<file path="config.mk">
export PLATFORM = sky130hd
export DESIGN_NAME = cobs_fixed_frame_receiver_top_flat
export DESIGN_NICKNAME = d
export VERILOG_FILES = /design/src/sv/cfr_pkg.sv /design/src/sv/cfr_if.sv /design/src/sv/cfr_frame_mem.sv /design/src/sv/cfr_decoder.sv /design/src/sv/cobs_fixed_frame_receiver_top.sv /design/src/flat_wrapper.sv
export SDC_FILE = /design/constraint.sdc
export NUM_CORES = 1
export LEC_CHECK = 0
export ABC_AREA = 1
export BUFFER_PORTS_ARGS = -buffer_cell sky130_fd_sc_hd__buf_2
export CORE_ASPECT_RATIO = 1.5
export CORE_UTILIZATION = 62
export CTS_CLUSTER_SIZE = 24
export DETAILED_ROUTE_END_ITERATION = 7
export PLACE_DENSITY = 0.88
export SYNTH_ARGS = -nofsm -noshare
export SYNTH_HDL_FRONTEND = slang
export SYNTH_SLANG_ARGS = --single-unit
export TNS_END_PERCENT = 100
</file>
<file path="constraint.sdc">
create_clock -name i_clk -period 2.85 [get_ports i_clk]
set_input_delay 0.57 -clock i_clk [delete_from_list [all_inputs] [get_ports i_clk]]
set_output_delay 0.57 -clock i_clk [all_outputs]
set_load 0.005 [all_outputs]
</file>
<file path="src/sv/cfr_pkg.sv">
// ----------------------------------------------------------------------------
// cfr_pkg
// Shared constants and types of the fixed-frame COBS receiver.
// ----------------------------------------------------------------------------
package cfr_pkg;

    // Default decoded payload length of one frame.
    localparam int CFR_PAYLOAD_LEN = 12;

    // Frame delimiter byte.
    localparam logic [7:0] CFR_DELIM = 8'h00;

    // Block code that carries no implied trailing zero.
    localparam logic [7:0] CFR_CODE_MAX = 8'hFF;

    // One decoded result as it leaves the decoder.
    typedef struct packed {
        logic [7:0] payload_byte;
        logic       is_last;
        logic       decode_error;
    } t_cfr_token;

endpackage

</file>
<file path="src/sv/cfr_if.sv">
// ----------------------------------------------------------------------------
// cfr_if
// Valid/ready channels of the receiver: received bytes in, payload bytes out.
// ----------------------------------------------------------------------------
interface cfr_rx_if;
    logic       valid;
    logic       ready;
    logic [7:0] rx_byte;

    modport source (output valid, output rx_byte, input ready);
    modport sink   (input valid, input rx_byte, output ready);
endinterface

interface cfr_pl_if;
    logic       valid;
    logic       ready;
    logic [7:0] payload_byte;
    logic       is_last;
    logic       decode_error;

    modport source (output valid, output payload_byte, output is_last,
                    output decode_error, input ready);
    modport sink   (input valid, input payload_byte, input is_last,
                    input decode_error, output ready);
endinterface

</file>
<file path="src/sv/cfr_frame_mem.sv">
// ----------------------------------------------------------------------------
// cfr_frame_mem
// Frame buffer: one write port, one read port with registered read data.
// ----------------------------------------------------------------------------
module cfr_frame_mem #(
    parameter int DEPTH = 14,
    parameter int AW    = 4
) (
    input  logic          i_clk,
    input  logic          i_wr_en,
    input  logic [AW-1:0] i_wr_addr,
    input  logic [7:0]    i_wr_data,
    input  logic [AW-1:0] i_rd_addr,
    output logic [7:0]    o_rd_data
);

    logic [7:0] r_mem [DEPTH];
    logic [7:0] r_rd_data;

    always_ff @(posedge i_clk) begin
        if (i_wr_en) begin
            r_mem[i_wr_addr] <= i_wr_data;
        end
    end

    always_ff @(posedge i_clk) begin
        r_rd_data <= r_mem[i_rd_addr];
    end

    assign o_rd_data = r_rd_data;

endmodule

</file>
<file path="src/sv/cfr_decoder.sv">
// ----------------------------------------------------------------------------
// cfr_decoder
// Byte intake into the frame buffer and sequential COBS decode of a frame.
// ----------------------------------------------------------------------------
module cfr_decoder
    import cfr_pkg::*;
#(
    parameter int PAYLOAD_LEN = CFR_PAYLOAD_LEN,
    parameter int DEPTH       = CFR_PAYLOAD_LEN + 2,
    parameter int AW          = $clog2(CFR_PAYLOAD_LEN + 2)
) (
    input  logic          i_clk,
    input  logic          i_rst_n,
    cfr_rx_if.sink        i_rx,
    output logic          o_wr_en,
    output logic [AW-1:0] o_wr_addr,
    output logic [7:0]    o_wr_data,
    output logic [AW-1:0] o_rd_addr,
    input  logic [7:0]    i_rd_data,
    output logic          o_tok_valid,
    output t_cfr_token    o_tok,
    input  logic          i_tok_ready
);

    localparam int ENC_LEN = PAYLOAD_LEN + 1;
    localparam int CW      = $clog2(DEPTH + 1);
    localparam int OW      = $clog2(PAYLOAD_LEN + 1);

    localparam logic [CW-1:0] CNT_FULL = CW'(DEPTH);
    localparam logic [CW-1:0] CNT_ENC  = CW'(ENC_LEN);
    localparam logic [AW-1:0] IDX_END  = AW'(ENC_LEN);
    localparam logic [AW-1:0] IDX_LAST = AW'(ENC_LEN - 1);
    localparam logic [OW-1:0] O_LAST   = OW'(PAYLOAD_LEN - 1);
    localparam logic [OW-1:0] O_FULL   = OW'(PAYLOAD_LEN);

    localparam logic [1:0] ST_IDLE = 2'd0;
    localparam logic [1:0] ST_SCAN = 2'd1;
    localparam logic [1:0] ST_PAD  = 2'd2;

    logic [1:0]    r_state, n_state;
    logic [CW-1:0] r_count, n_count;
    logic [AW-1:0] r_idx, n_idx;
    logic [7:0]    r_rem, n_rem;
    logic          r_code_ff, n_code_ff;
    logic          r_zero_pend, n_zero_pend;
    logic [OW-1:0] r_o, n_o;
    logic          r_err, n_err;
    logic [7:0]    r_last_byte, n_last_byte;

    logic          tok_gen;
    logic [7:0]    tok_val;

    assign i_rx.ready = (r_state == ST_IDLE);
    assign o_wr_addr  = r_count[AW-1:0];
    assign o_wr_data  = i_rx.rx_byte;
    // Read address runs one step ahead so the next stored byte is ready on use.
    assign o_rd_addr  = (r_state == ST_IDLE) ? '0 : n_idx;

    always_comb begin
        n_state     = r_state;
        n_count     = r_count;
        n_idx       = r_idx;
        n_rem       = r_rem;
        n_code_ff   = r_code_ff;
        n_zero_pend = r_zero_pend;
        n_o         = r_o;
        n_err       = r_err;
        n_last_byte = r_last_byte;
        o_wr_en     = 1'b0;
        o_tok_valid = 1'b0;
        o_tok       = '0;
        tok_gen     = 1'b0;
        tok_val     = '0;

        case (r_state)
            ST_IDLE: begin
                if (i_rx.valid) begin
                    if (i_rx.rx_byte != CFR_DELIM) begin
                        if (r_count < CNT_FULL) begin
                            o_wr_en = 1'b1;
                            n_count = r_count + 1'b1;
                        end
                    end else if (r_count != '0) begin
                        n_count = '0;
                        if (r_count == CNT_ENC) begin
                            n_state     = ST_SCAN;
                            n_idx       = '0;
                            n_rem       = '0;
                            n_code_ff   = 1'b0;
                            n_zero_pend = 1'b0;
                            n_o         = '0;
                            n_err       = 1'b0;
                            n_last_byte = '0;
                        end
                    end
                end
            end
            ST_SCAN: begin
                if (i_tok_ready) begin
                    if (r_zero_pend) begin
                        tok_gen     = 1'b1;
                        n_zero_pend = 1'b0;
                    end else if (r_idx == IDX_END) begin
                        // A block still open means the code ran past the frame.
                        n_err   = r_err | (r_rem != '0) | (r_o != O_FULL);
                        n_state = ST_PAD;
                    end else begin
                        n_idx = r_idx + 1'b1;
                        if (r_rem == '0) begin
                            n_code_ff = (i_rd_data == CFR_CODE_MAX);
                            n_rem     = i_rd_data - 1'b1;
                            if (i_rd_data == 8'h01) begin
                                n_zero_pend = (r_idx != IDX_LAST);
                            end
                        end else begin
                            tok_gen = 1'b1;
                            tok_val = i_rd_data;
                            n_rem   = r_rem - 1'b1;
                            if (r_rem == 8'h01) begin
                                n_zero_pend = !r_code_ff && (r_idx != IDX_LAST);
                            end
                        end
                    end
                end
            end
            ST_PAD: begin
                if (i_tok_ready) begin
                    o_tok_valid = 1'b1;
                    if (r_o < O_LAST) begin
                        n_o = r_o + 1'b1;
                    end else begin
                        o_tok.payload_byte = r_last_byte;
                        o_tok.is_last      = 1'b1;
                        o_tok.decode_error = r_err;
                        n_state            = ST_IDLE;
                    end
                end
            end
            default: begin
                n_state = ST_IDLE;
            end
        endcase

        // The final byte is held back until the whole chain has been checked.
        if (tok_gen) begin
            if (r_o < O_LAST) begin
                o_tok_valid        = 1'b1;
                o_tok.payload_byte = tok_val;
            end else if (r_o == O_LAST) begin
                n_last_byte = tok_val;
            end else begin
                n_err = 1'b1;
            end
            if (r_o != O_FULL) begin
                n_o = r_o + 1'b1;
            end
        end
    end

    always_ff @(posedge i_clk) begin
        if (!i_rst_n) begin
            r_state     <= ST_IDLE;
            r_count     <= '0;
            r_zero_pend <= 1'b0;
        end else begin
            r_state     <= n_state;
            r_count     <= n_count;
            r_zero_pend <= n_zero_pend;
        end
    end

    always_ff @(posedge i_clk) begin
        r_idx       <= n_idx;
        r_rem       <= n_rem;
        r_code_ff   <= n_code_ff;
        r_o         <= n_o;
        r_err       <= n_err;
        r_last_byte <= n_last_byte;
    end

`ifndef NO_ASSERTIONS
    a_count_bound: assert property (@(posedge i_clk) disable iff (!i_rst_n)
        r_count <= CNT_FULL)
        else $error("frame byte count beyond buffer depth");

    a_decode_start: assert property (@(posedge i_clk) disable iff (!i_rst_n)
        (r_state == ST_IDLE && n_state == ST_SCAN) |-> (r_count == CNT_ENC))
        else $error("decode started on a frame of wrong length");

    a_tok_state: assert property (@(posedge i_clk) disable iff (!i_rst_n)
        o_tok_valid |-> (r_state == ST_SCAN || r_state == ST_PAD))
        else $error("result produced outside decode");

    a_no_intake_busy: assert property (@(posedge i_clk) disable iff (!i_rst_n)
        (r_state != ST_IDLE) |=> $stable(r_count) || (r_state == ST_IDLE))
        else $error("byte count changed during decode");

    a_out_bound: assert property (@(posedge i_clk) disable iff (!i_rst_n)
        (r_state == ST_PAD) |-> (r_o <= O_FULL))
        else $error("payload count overran in padding");
`endif

endmodule

</file>
<file path="src/sv/cobs_fixed_frame_receiver_top.sv">
// ----------------------------------------------------------------------------
// cobs_fixed_frame_receiver_top
// Fixed-frame COBS receiver: buffers a frame, decodes it, streams the payload.
//
//   Channel  Dir  Payload                               Transaction
//   i_rx     in   rx_byte[7:0]                          valid && ready
//   o_pl     out  payload_byte[7:0], is_last, decode_error  valid && ready
//
// Received bytes are taken while the decoder is idle. After a delimiter that
// closes a frame of PAYLOAD_LEN+1 bytes, the decoder walks the frame buffer
// through its single read port, one stored byte or one implied zero per cycle
// unless back-pressure on o_pl stalls it. i_rx ready stays low until the last
// payload byte, padded bytes included, has been passed to the output register.
// Reset is synchronous and active low; the buffer itself is not cleared.
// Back-pressure on o_pl stalls the decode walk; the output register lets a
// finished last byte wait while new bytes are taken.
// ----------------------------------------------------------------------------
module cobs_fixed_frame_receiver_top
    import cfr_pkg::*;
#(
    parameter int PAYLOAD_LEN = CFR_PAYLOAD_LEN
) (
    input  logic     i_clk,
    input  logic     i_rst_n,
    cfr_rx_if.sink   i_rx,
    cfr_pl_if.source o_pl
);

    localparam int DEPTH = PAYLOAD_LEN + 2;
    localparam int AW    = $clog2(DEPTH);

    logic          wr_en;
    logic [AW-1:0] wr_addr;
    logic [7:0]    wr_data;
    logic [AW-1:0] rd_addr;
    logic [7:0]    rd_data;
    logic          tok_valid;
    t_cfr_token    tok;
    logic          tok_ready;

    logic          r_out_valid;
    t_cfr_token    r_out;

    cfr_frame_mem #(
        .DEPTH (DEPTH),
        .AW    (AW)
    ) u_mem (
        .i_clk     (i_clk),
        .i_wr_en   (wr_en),
        .i_wr_addr (wr_addr),
        .i_wr_data (wr_data),
        .i_rd_addr (rd_addr),
        .o_rd_data (rd_data)
    );

    cfr_decoder #(
        .PAYLOAD_LEN (PAYLOAD_LEN),
        .DEPTH       (DEPTH),
        .AW          (AW)
    ) u_dec (
        .i_clk       (i_clk),
        .i_rst_n     (i_rst_n),
        .i_rx        (i_rx),
        .o_wr_en     (wr_en),
        .o_wr_addr   (wr_addr),
        .o_wr_data   (wr_data),
        .o_rd_addr   (rd_addr),
        .i_rd_data   (rd_data),
        .o_tok_valid (tok_valid),
        .o_tok       (tok),
        .i_tok_ready (tok_ready)
    );

    assign tok_ready = !r_out_valid || o_pl.ready;

    always_ff @(posedge i_clk) begin
        if (!i_rst_n) begin
            r_out_valid <= 1'b0;
        end else if (tok_ready) begin
            r_out_valid <= tok_valid;
        end
    end

    always_ff @(posedge i_clk) begin
        if (tok_ready && tok_valid) begin
            r_out <= tok;
        end
    end

    assign o_pl.valid        = r_out_valid;
    assign o_pl.payload_byte = r_out.payload_byte;
    assign o_pl.is_last      = r_out.is_last;
    assign o_pl.decode_error = r_out.decode_error;

endmodule
</file>
<file path="src/flat_wrapper.sv">
// flat-port wrapper written by rule: the top's interface ports become plain ports
module cobs_fixed_frame_receiver_top_flat import cfr_pkg::*;
#(
    parameter int PAYLOAD_LEN = CFR_PAYLOAD_LEN
)
  (i_clk, i_rst_n, i_rx_valid, i_rx_rx_byte, i_rx_ready, o_pl_valid, o_pl_payload_byte, o_pl_is_last, o_pl_decode_error, o_pl_ready);
  cfr_rx_if i_rx_i ();
  cfr_pl_if o_pl_i ();
  input  logic i_clk;
  input  logic i_rst_n;
  input wire logic [$bits(i_rx_i.valid)-1:0] i_rx_valid;
  input wire logic [$bits(i_rx_i.rx_byte)-1:0] i_rx_rx_byte;
  output wire logic [$bits(i_rx_i.ready)-1:0] i_rx_ready;
  output wire logic [$bits(o_pl_i.valid)-1:0] o_pl_valid;
  output wire logic [$bits(o_pl_i.payload_byte)-1:0] o_pl_payload_byte;
  output wire logic [$bits(o_pl_i.is_last)-1:0] o_pl_is_last;
  output wire logic [$bits(o_pl_i.decode_error)-1:0] o_pl_decode_error;
  input wire logic [$bits(o_pl_i.ready)-1:0] o_pl_ready;
  assign i_rx_i.valid = i_rx_valid;
  assign i_rx_i.rx_byte = i_rx_rx_byte;
  assign i_rx_ready = i_rx_i.ready;
  assign o_pl_valid = o_pl_i.valid;
  assign o_pl_payload_byte = o_pl_i.payload_byte;
  assign o_pl_is_last = o_pl_i.is_last;
  assign o_pl_decode_error = o_pl_i.decode_error;
  assign o_pl_i.ready = o_pl_ready;
  cobs_fixed_frame_receiver_top #(.PAYLOAD_LEN(PAYLOAD_LEN)) u_core (.i_clk(i_clk), .i_rst_n(i_rst_n), .i_rx(i_rx_i), .o_pl(o_pl_i));
endmodule
</file>
# --- Word level (Yosys, flattened, before mapping) ---
# Memory sizes are Yosys's and may differ from the RTL's. A register that Yosys moved wholly into a read port is not among the register bits.
# Index checks and enable logic that the tools add are counted.
word_totals:
  reg_bits: 44
  input_bits: 12
  elab_cells: 166
  out_inout_bits: 12
  mem_bits_rw: 112
  memories: 1
op_classes:
  order_cmp: 2
  n_addsub: 5
  eq_ne: 22
  n_mux: 100
  n_reduce_logical: 19
  bitwise_logic: 4
mem_list:
  columns: ["memory", "depth", "word_bits", "rd", "rd_ports_with_merged_regs", "wr", "line", "text"]
  rows:
  - ["u_core.u_mem.r_mem", 14, 8, 1, 1, 1, "cfr_frame_mem.sv:17", "logic [7:0] r_mem [DEPTH];"]
op_table:
  columns: ["op", "n"]
  rows:
  - ["2-to-1 mux 8 bit", 23]
  - ["2-to-1 mux 4 bit", 19]
  - ["2-to-1 mux 1 bit", 39]
  - ["2-to-1 mux 10 bit", 3]
  - ["2-to-1 mux 2 bit", 9]
  - ["AND reduction 9 bit", 2]
  - ["== test 8 x 1 -> 1 bit, second input constant", 2]
  - ["one-hot mux 4 bit (2 select lines)", 2]
  - ["one-hot mux 8 bit (2 select lines)", 1]
  - ["nonzero test 8 bit", 2]
  - ["subtractor 8 x 1 -> 8 bit, second input constant", 2]
  - ["inequality test 2 bit, second input constant", 7]
  - ["adder 4 x 1 -> 4 bit, second input constant", 3]
  - ["== test 4 bit, second input constant", 3]
  - ["inequality test 2 x 1 -> 1 bit, second input constant", 5]
  - ["== test 8 bit, second input constant", 1]
  - ["zero test 8 bit", 1]
  - ["less-than comparator 4 bit, second input constant", 2]
  - ["inequality test 4 bit, second input constant", 2]
  - ["AND reduction 8 bit", 1]
  - ["one-hot mux 1 bit (2 select lines)", 3]
  - ["one-hot mux 2 bit (3 select lines)", 1]
  - ["AND reduction 6 bit", 1]
  - ["AND reduction 4 bit", 1]
  - ["other kinds (12)", 17]

# --- Longest topological paths before layout ---
# Gate-level depths: netlist (run 1).
depth:
  ltp_word: 10
  mapped_depth: 15
  ltp_nobuf: 14

# --- Cells and area by module ---
# From an unflattened synthesis (run 1), not the netlist that was laid out.
unflattened:
  cells_unflattened: 874
  hier_area_um2: 7851.3
by_module_without_submodules:
  columns: ["mod", "seq_area_each_um2", "n_inst", "cells_each", "area_each_um2"]
  rows:
  - ["cfr_frame_mem", 3523.4, 1, 454, 4973.5]
  - ["cfr_decoder", 750.7, 1, 403, 2526.2]
  - ["cobs_fixed_frame_receiver_top", 320.3, 1, 17, 351.6]

# --- Worst setup path before layout (run 1) ---
# OpenSTA, ideal clock, no wires.
synth_path:
  path_kind: "input to register"
  from: "input port i_rx_valid"
  to: "memory u_core.u_mem.r_mem[6][0], enable pin"
  n_path_buf: 0
  setup_time_ns: 0.383
  required_time_ns: 2.467
  stages: 6
  arrival_ns: 1.851
  setup_slack_ns: 0.616
  cell_sequence: "inv_1 nor2_4 inv_1 nor3_1 inv_1 nor3_1"
synth_via:
  elab_chain_cells: 4
synth_rtl:
  columns: ["element", "line", "text"]
  rows:
  - ["start: declaration", "flat_wrapper.sv:11", "input wire logic [$bits(i_rx_i.valid)-1:0] i_rx_valid;"]
  - ["2-to-1 mux 1 bit", "cfr_decoder.sv:77", "if (i_rx.valid) begin"]
  - ["2-to-1 mux 1 bit", "cfr_decoder.sv:75", "case (r_state)"]
  - ["2-to-1 mux 1 bit", "cfr_frame_mem.sv:21", "if (i_wr_en) begin"]
  - ["2-to-1 mux 1 bit (not written as such)", "cfr_frame_mem.sv:22", "r_mem[i_wr_addr] <= i_wr_data;"]
  - ["end: declaration", "cfr_frame_mem.sv:17", null]
# Every way passes these cells.

# --- Worst setup path after layout (run 1) ---
layout_path:
  from: "register u_core.u_dec.r_idx[1]"
  to: "register u_core.u_mem.r_rd_data[4], in the netlist u_core.u_mem.o_rd_data[4], read port of u_core.u_mem.r_mem"
layout_via:
  elab_chain_cells: 6
  word_cells_on_any_way: 11
  classes_between: "add/sub: 1; eq/ne: 1; mux: 9"
layout_rtl:
  columns: ["element", "line", "text"]
  rows:
  - ["start: declaration", "cfr_decoder.sv:42", "logic [AW-1:0] r_idx, n_idx;"]
  - ["start signal: assignment", "cfr_decoder.sv:173", "r_idx <= n_idx;"]
  - ["adder 4 x 1 -> 4 bit (tied with other cells)", "cfr_decoder.sv:108", "n_idx = r_idx + 1'b1;"]
  - ["2-to-1 mux 4 bit, on equally long branches", "cfr_decoder.sv:103, cfr_decoder.sv:83", null]
  - ["2-to-1 mux 4 bit, on equally long branches", "cfr_decoder.sv:100, cfr_decoder.sv:78", null]
  - ["2-to-1 mux 4 bit, on equally long branches", "cfr_decoder.sv:99, cfr_decoder.sv:77", null]
  - ["one-hot mux 4 bit (2 select lines) *", "cfr_decoder.sv:75", null]
  - ["2-to-1 mux 4 bit *", "cfr_decoder.sv:57", "assign o_rd_addr = (r_state == ST_IDLE) ? '0 : n_idx;"]
  - ["end: declaration", "cfr_frame_mem.sv:18", "logic [7:0] r_rd_data;"]
# Mark *: on every way between the ends. The rest lies on a longest branch, timed or not.
# A chain may end at the register's enable or synchronous reset.

==> results.ini, run 1 <==
[outcome]
status=finished, violations left
violations=design-rule violations

[synthesis]
ys_async_sr_fraction_pct=0
syn_area_per_cell_um2=9.32
syn-cell-area_um2=7700
synth_top_flop_cell=edfxtp_1
synth_seq_cells=164
syn-num-nets=854
synth_compound_area_share_pct=5.81
synth_seq_area_share_pct=59.6
ys_types=37
synthXorXnorAreaFrac_pct=0.796
syn-instance-count=827
synthMuxAreaShare_pct=0
synth_top_family_by_area=simple AND/OR/NAND/NOR gates
synthSimpleGateAreaFrac_pct=23.3
synth_edf_count=131
ys_warn_count=0
synthAdderAreaFrac_pct=2.44

[detailed_routing]
drc=2
drt_iter0_drc=706
routed_wl_um=19200
avgViaCountPerCell=5.90
firstDrtPassIters=8
wl_per_cell_um=18.3
num_vias=6182
ant_nets=0

[critical_path]
path_class=reg -> reg
arrival_ps=2930
rr_worst_depth=12
required_ps=3170
crit_path_end_kind=flop
r2r-start=u_core.u_dec.r_idx[1]
worst-path-max-fanout=16
crit_path_start=u_core.u_dec.r_idx[1]
r2r-end=u_core.u_mem.o_rd_data[4]
r2r_slack_ps=240
start_kind=flop
critPathSlowestCell=nor2_2
cpMostUsedCell=nand2_1
path_cells=inv_1, ha_1, nand3_2, nand4_1, nand3_2, nor2_2, buf_4, nand2_1, nand3_1, nand3_1, nand2_1, nand2_1
cpPeakStageDelay_ps=490

[floorplan]
die_w_um=93.0
io_pins=24
start_util_pct=63.8
row_count=49
die_y_um=139
core_um2=12100
dieArea_um2=12900

[worst_hold_path]
min_path_cells=3
hold_path_end=u_core.o_pl.valid
hold_path.class=in -> reg
min_from=i_rst_n

[placement]
place.gp.congestion=0.897
place_area_um2=8180
hpwl_um=12300
portBuffers=23

[pwr]
powerDensity_nw_per_um2=610
leakage_nw=3.81
irDropWorstVdd_mv=0.609

[final_layout]
multi_input_area_um2=2490
area_growth_pct=14.4
diodes=0
drive_above_1_share_pct=12.8
fin_area_um2=8810
nets=909
register_area_um2=4590
n_fill_cell=811

[clock_tree]
tritoncts=yes
postCtsSetupBuffers=0
clk_latency_ps=430
path_clk_slew_ps=70
clockBufferDepth=2
cts.repair.resized=0
cts_buffers=17
cts.sinks=164
cts-root-buf=clkbuf_16
cts_max_level=4
postCtsHoldBufs=0

[global_route]
grt-ovfl-total=0
grt_pass1_vias=6260
grt_util_all_layers_pct=31.7
grt_max_degree=31
antenna_found_initial=0
grt_pass1_wl_um=30600

[sta]
clock_skew_ps=9.27
rsz0062_at_grt=false
max_slew.worst_pin.slew_ps=619
slew_viol_final=0
finalHoldViolCount=0
relSlewSlack_pct=58.7
tns_ps=0
hold_ws_ps=394
min_period_over_period_pct=91.5
finalSetupViolations=0
period_minus_slack_ps=2610
maxClockFrequency_mhz=384

[job]
cap_violations=0

## Yosys cell counts (4+ instances only)
cell type / n / share of area [%]
ha_1: 15 / 2.4
nor3_1: 19 / 1.2
edfxtp_1: 131 / 51
buf_4: 5 / 0.49
nor2_1: 103 / 5.0
o21ai_0: 39 / 2.5
nand2_1: 178 / 8.7
dfxtp_1: 33 / 8.6
a22o_1: 6 / 0.68
nor2_2: 4 / 0.32
inv_1: 125 / 6.1
xor2_1: 7 / 0.80
a21oi_1: 18 / 1.2
inv_2: 5 / 0.24
nand4_1: 10 / 0.81
buf_2: 18 / 1.2
nand3_1: 79 / 5.1
## area by class of cell
class / count / area share (%)
tap: 153 / 2.17
timing repair buffer: 60 / 4.74
multi-input combinational: 509 / 28.3
clock buffer: 18 / 4.87
sequential: 164 / 52.1
clock inverter: 14 / 2.27
inverter: 130 / 5.54
## state kept, by name, indices dropped and copies added, names as in the netlist
signal	flops
u_core.u_mem.r_mem	112
u_core.o_pl.payload_byte	8
u_core.u_dec.r_last_byte	8
u_core.u_dec.r_rem	8
u_core.u_mem.o_rd_data	8
u_core.u_dec.o_wr_addr	4
u_core.u_dec.r_idx	4
u_core.u_dec.r_o	4
u_core.u_dec.r_state	2
u_core.o_pl.decode_error	1
u_core.o_pl.is_last	1
u_core.o_pl.valid	1
u_core.u_dec.r_code_ff	1
u_core.u_dec.r_err	1
u_core.u_dec.r_zero_pend	1
## metal layers
metal | up-vias | part of all wire (%) | global-route usage (%)
li1 | 2826 | - | -
met1 | 2902 | 34 | 33.8
met2 | 349 | 53 | 54.8
met3 | 105 | 7.1 | 6.38
met4 | 0 | 6.5 | 22.6
met5 | - | 0 | 0
## per-stage QoR
step	utilization [%]	setup WS [ps]	total power [W]	std cells
after CTS	73.0	297	0.00537	1048
after floorplan	-	616	0.00287	827
final	73.0	242	0.00537	1048
after global routing	73.0	134	0.00550	1048
after global placement	67.7	260	0.00297	1016
after detailed placement	67.7	202	0.00298	1016
## worst max-delay path: cells and delay by family (launching register included)
kind	cells	cell delay, ps
AND/OR/NAND/NOR	9	1560
buffers and inverters	2	440
flip-flops	1	320
adder cells (fa/ha/maj)	1	170
## where the power goes
group          switching [W]  internal [W]
clock               0.000952       0.00148
sequential         0.0000400       0.00263
combinational       0.000188     0.0000824
total                0.00118       0.00419
## worst max-delay path by stage
stage	to	slack, ps
global route	u_core.u_mem.o_rd_data[4]	130
floorplan	u_core.u_mem.r_mem[6][0]	620
detailed placement	u_core.u_mem.o_rd_data[6]	200
global placement	u_core.u_mem.o_rd_data[3]	260
finish	u_core.u_mem.o_rd_data[4]	240
CTS	u_core.u_mem.o_rd_data[4]	300
## cell families (layout without fill, tap and decap cells)
| kind of cell | Yosys count | in the layout |
|---|---|---|
| AO/OA/AOI/OAI | 77 | 77 |
| XOR/XNOR | 7 | 7 |
| adder cells (fa/ha/maj) | 15 | 15 |
| buffers and inverters | 154 | 222 |
| flip-flops | 164 | 164 |
| AND/OR/NAND/NOR | 410 | 410 |
## layout by cell type, fill, tap and decap left out, drive strengths merged, types with 2 or more instances in the layout
cell type	n
buf	60
clkbuf	18
edfxtp	131
clkinv	5
bufinv	4
a22o	6
ha	15
a31oi	3
nand4	11
dfxtp	33
o21ai	40
and3	2
nor2	110
nand3	83
inv	134
nor3	19
xor2	7
a211oi	3
nand2	183
a21oi	20
Power figures use the tool's default switching activity.
==> inputs of run 2 (changes only) <==
- SYNTH_HIERARCHICAL: not set -> 1
==> run 2 against run 1 <==
  * The run now ends clean
  * Critical path type unchanged
  * Clock-buffer cell count is 1 lower
  * Worst hold slack better by 34 ps
  * Critical path depth is 2 higher
  * Register-to-register slack worse by 30 ps
  * Synthesized area is 1.9% higher
  * Routed wire length is 7.7% lower
  * Sequential share of layout area is 0.62 points higher
  * Combinational power is 21% higher
==> results.ini, run 2 <==
[synthesis]
yosysMostFrequentCell=nand2_1  ; unchanged
ys_warn_count=6  ; was 0
synth_common_cells=nand2_1 (286), edfxtp_1 (131), inv_1 (108)  ; was nand2_1 (178), edfxtp_1 (131), inv_1 (125)
synth_seq_area_share_pct=58.5  ; was 59.6%
synth_edf_count=131  ; unchanged
synthTopCellsByArea=edfxtp_1 (50%), nand2_1 (14%), dfxtp_1 (8.4%), nand3_1 (6.2%), inv_1 (5.2%)  ; was edfxtp_1 (51%), nand2_1 (8.7%), dfxtp_1 (8.6%), inv_1 (6.1%), nand3_1 (5.1%)
syn_area_per_cell_um2=8.98  ; was 9.32 µm²
synth_compound_area_share_pct=4.72  ; was 5.81%
synth_seq_cells=164  ; unchanged
syn-num-nets=900  ; was 854
syn-cell-area_um2=7850  ; was 7700 µm²
synthXorXnorAreaFrac_pct=0.669  ; was 0.796%
syn-instance-count=874  ; was 827
synth_top_flop_cell=edfxtp_1  ; unchanged
synth_top_family_by_area=simple AND/OR/NAND/NOR gates  ; unchanged
synthSimpleGateAreaFrac_pct=24.8  ; was 23.3%
ys_async_sr_fraction_pct=0  ; unchanged
synthAdderAreaFrac_pct=2.23  ; was 2.44%
ys_types=34  ; was 37
synth_top_area_share_pct=50.1  ; was 51.1%
synthMuxAreaShare_pct=0  ; unchanged
yosysTopAreaCell=edfxtp_1  ; unchanged

[critical_path]
cpMostUsedCell=nand2_1  ; unchanged
critPathTopFamily=simple AND/OR/NAND/NOR gates  ; unchanged
path_cells=inv_2, nand2_1, nor2_1, nand3_1, inv_1, nand3_1, a21oi_4, buf_12, nand2_1, nand2_1, nand2_1, nand3_1, nand3_1, nand2_1  ; was inv_1, ha_1, nand3_2, nand4_1, nand3_2, nor2_2, buf_4, nand2_1, nand3_1, nand3_1, nand2_1, nand2_1
crit_path_end_kind=flop  ; unchanged
r2r-start=u_core/u_dec/r_state[1]  ; was u_core.u_dec.r_idx[1]
cp_num_buf_inv=3  ; was 2
r2r-end=u_core/u_mem/o_rd_data[3]  ; was u_core.u_mem.o_rd_data[4]
required_ps=3220  ; was 3170 ps
start_kind=flop  ; unchanged
rr_worst_depth=14  ; was 12
worst-path-max-fanout=42  ; was 16
path_class=reg -> reg  ; unchanged
arrival_ps=3000  ; was 2930 ps
critPathSlowestCell=dfxtp_1  ; was nor2_2
r2r_slack_ps=210  ; was 240 ps
cpPeakStageDelay_ps=380  ; was 490 ps

[final_layout]
layout_commonest_cell=nand2_1  ; unchanged
diodes=0  ; unchanged
largest_register_ffs=112  ; unchanged
n_fill_cell=911  ; was 811
nets=934  ; was 909
final_cell_mix=nand2_1 (286), edfxtp_1 (131), inv_1 (108), nand3_1 (98), nor2_1 (61)  ; was nand2_1 (178), edfxtp_1 (131), inv_1 (125), nor2_1 (103), nand3_1 (79)
area_growth_pct=10.9  ; was 14.4%
top_register=u_core/u_mem/r_mem  ; was u_core.u_mem.r_mem
drive_above_1_share_pct=10.5  ; was 12.8%

[sta]
maxClockFrequency_mhz=379  ; was 384 MHz
max_slew.worst_pin.slew_ps=537  ; was 619 ps
rsz0062_at_grt=false  ; unchanged
min_period_over_period_pct=92.5  ; was 91.5%
tns_ps=0  ; unchanged
period_minus_slack_ps=2640  ; was 2610 ps
setup_slack_ps=213  ; was 242 ps
slew_viol_final=0  ; unchanged
clock_skew_ps=10.7  ; was 9.27 ps
relSlewSlack_pct=64.1  ; was 58.7%
finalHoldViolCount=0  ; unchanged
finalSetupViolations=0  ; unchanged

[clock_tree]
cts.sinks=164  ; unchanged
postCtsHoldBufs=0  ; unchanged
path_clk_slew_ps=70  ; about the same
clk_latency_ps=430  ; about the same
postCtsSetupBuffers=0  ; unchanged
clockBufferDepth=2  ; unchanged
tritoncts=yes  ; unchanged
cts_buffers=17  ; unchanged
cts.repair.resized=0  ; unchanged
cts-root-buf=clkbuf_16  ; unchanged
cts_max_level=4  ; unchanged

[detailed_routing]
ant_nets=0  ; unchanged
avgViaCountPerCell=5.68  ; was 5.90
routed_wl_um=17700  ; was 19,200 µm
num_vias=6122  ; was 6,182
drt_iter0_drc=559  ; was 706
firstDrtPassIters=6  ; was 8
wl_per_cell_um=16.4  ; was 18.3 µm
drc=0  ; was 2

[placement]
place.gp.congestion=0.902  ; was 0.897
hpwl_um=11600  ; was 12,300 µm
place_ws_ps=182  ; was 202 ps
portBuffers=23  ; unchanged

[floorplan]
row_count=50  ; was 49
io_pins=24  ; unchanged
start_util_pct=63.4  ; was 63.8%
dieArea_um2=13100  ; was 12,900 µm²
core_um2=12400  ; was 12,100 µm²
die_y_um=140  ; was 139 µm
die_w_um=93.9  ; was 93.0 µm

[global_route]
antenna_found_initial=0  ; unchanged
grt_util_all_layers_pct=28.6  ; was 31.7%
grt_pass1_vias=5820  ; was 6,260
grt_pass1_wl_um=27700  ; was 30,600 µm
grt-ovfl-total=0  ; unchanged
grt_max_degree=55  ; was 31

[pwr]
irDropWorstVdd_mv=0.486  ; was 0.609 mV
leakage_nw=3.82  ; was 3.81 nW
powerDensity_nw_per_um2=602  ; was 610 nW/µm²

[worst_hold_path]
min_from=i_rst_n  ; unchanged
hold_path_end=u_core/u_dec/r_state[1]  ; was u_core.o_pl.valid
hold_path.class=in -> reg  ; unchanged
min_path_cells=3  ; unchanged

[job]
cap_violations=0  ; unchanged

[outcome]
status=completed  ; was finished, violations left

run 2: cell types whose count changed in the layout (fill, tap and decap cells not counted), moves of 5 or more:
cell     previous run  this run
nand2_1           178       286
nor2_1            103        61
nand3_1            79        98
a21oi_1            18        36
inv_1             125       108
o21ai_0            39        24
nor3_1             19         9
buf_4              35        26
a22o_1              6         0
nand4_1            10         5
o21ai_1             1         6
run 2: cell families after synthesis:
kind of cell             after synthesis
flip-flops                           164
buffers and inverters                151
AND/OR/NAND/NOR                      467
AO/OA/AOI/OAI                         72
adder cells (fa/ha/maj)               14
XOR/XNOR                               6
run 2: stage by stage:
| stage | hold slack, ps | std cells | cell area (µm²) | util (%) | power (W) |
|---|---|---|---|---|---|
| after floorplan | 445 | 874 | 7850 | - | 0.00296 |
| after global placement | 455 | 1045 | 8120 | 65.6 | 0.00306 |
| after detailed placement | 462 | 1045 | 8120 | 65.6 | 0.00307 |
| after CTS | 420 | 1077 | 8710 | 70.3 | 0.00526 |
| after global routing | 431 | 1077 | 8710 | 70.3 | 0.00540 |
| final | 428 | 1077 | 8710 | 70.3 | 0.00524 |
run 2: worst register-to-register path, cell delays in order (launching register included):
cell and delay [ps]:
dfxtp_1 380, inv_2 150, nand2_1 190, nor2_1 150, nand3_1 160, inv_1 180, nand3_1 200, a21oi_4 290
buf_12 250, nand2_1 120, nand2_1 90, nand2_1 70, nand3_1 150, nand3_1 120, nand2_1 80
run 2: worst max-delay path by stage:
stage / from / end / slack, ps / cells past startpoint
global route: u_core/u_dec/r_state[1] / u_core/u_mem/o_rd_data[3] / 50 / 14
CTS: u_core/u_dec/r_state[1] / u_core/u_mem/o_rd_data[3] / 260 / 14
finish: u_core/u_dec/r_state[1] / u_core/u_mem/o_rd_data[3] / 210 / 14
global placement: i_rx_rx_byte[7] / u_core/u_mem/o_rd_data[3] / 210 / 12
floorplan: o_pl_ready / u_core/o_pl.decode_error / 690 / 8
detailed placement: i_rx_rx_byte[7] / u_core/u_mem/o_rd_data[5] / 180 / 12
run 2: report_power, final:
part	total, W	internal, W	switching (W)	leakage [nW]
registers	0.00271	0.00265	0.0000606	1.44
logic	0.000328	0.000106	0.000222	2.09
clock network	0.00220	0.00117	0.00103	0.284
total	0.00524	0.00393	0.00131	3.82
run 2: final cells by class:
| cell class | count | area (µm²) | area share (%) |
|---|---|---|---|
| clock buffer | 17 | 425 | 4.89 |
| clock inverter | 15 | 158 | 1.81 |
| inverter | 116 | 443 | 5.09 |
| multi-input combinational | 559 | 2560 | 29.4 |
| sequential | 164 | 4590 | 52.8 |
| tap | 156 | 195 | 2.24 |
| timing repair buffer | 50 | 330 | 3.79 |
run 2: metal layers:
| layer | vias to the layer above | wire length, µm | track usage, % |
|---|---|---|---|
| li1 | 2894 | - | - |
| met1 | 2772 | 5770 | 30.0 |
| met2 | 346 | 9260 | 48.8 |
| met3 | 110 | 1390 | 6.83 |
| met4 | 0 | 1280 | 21.1 |
| met5 | - | 0 | 0 |
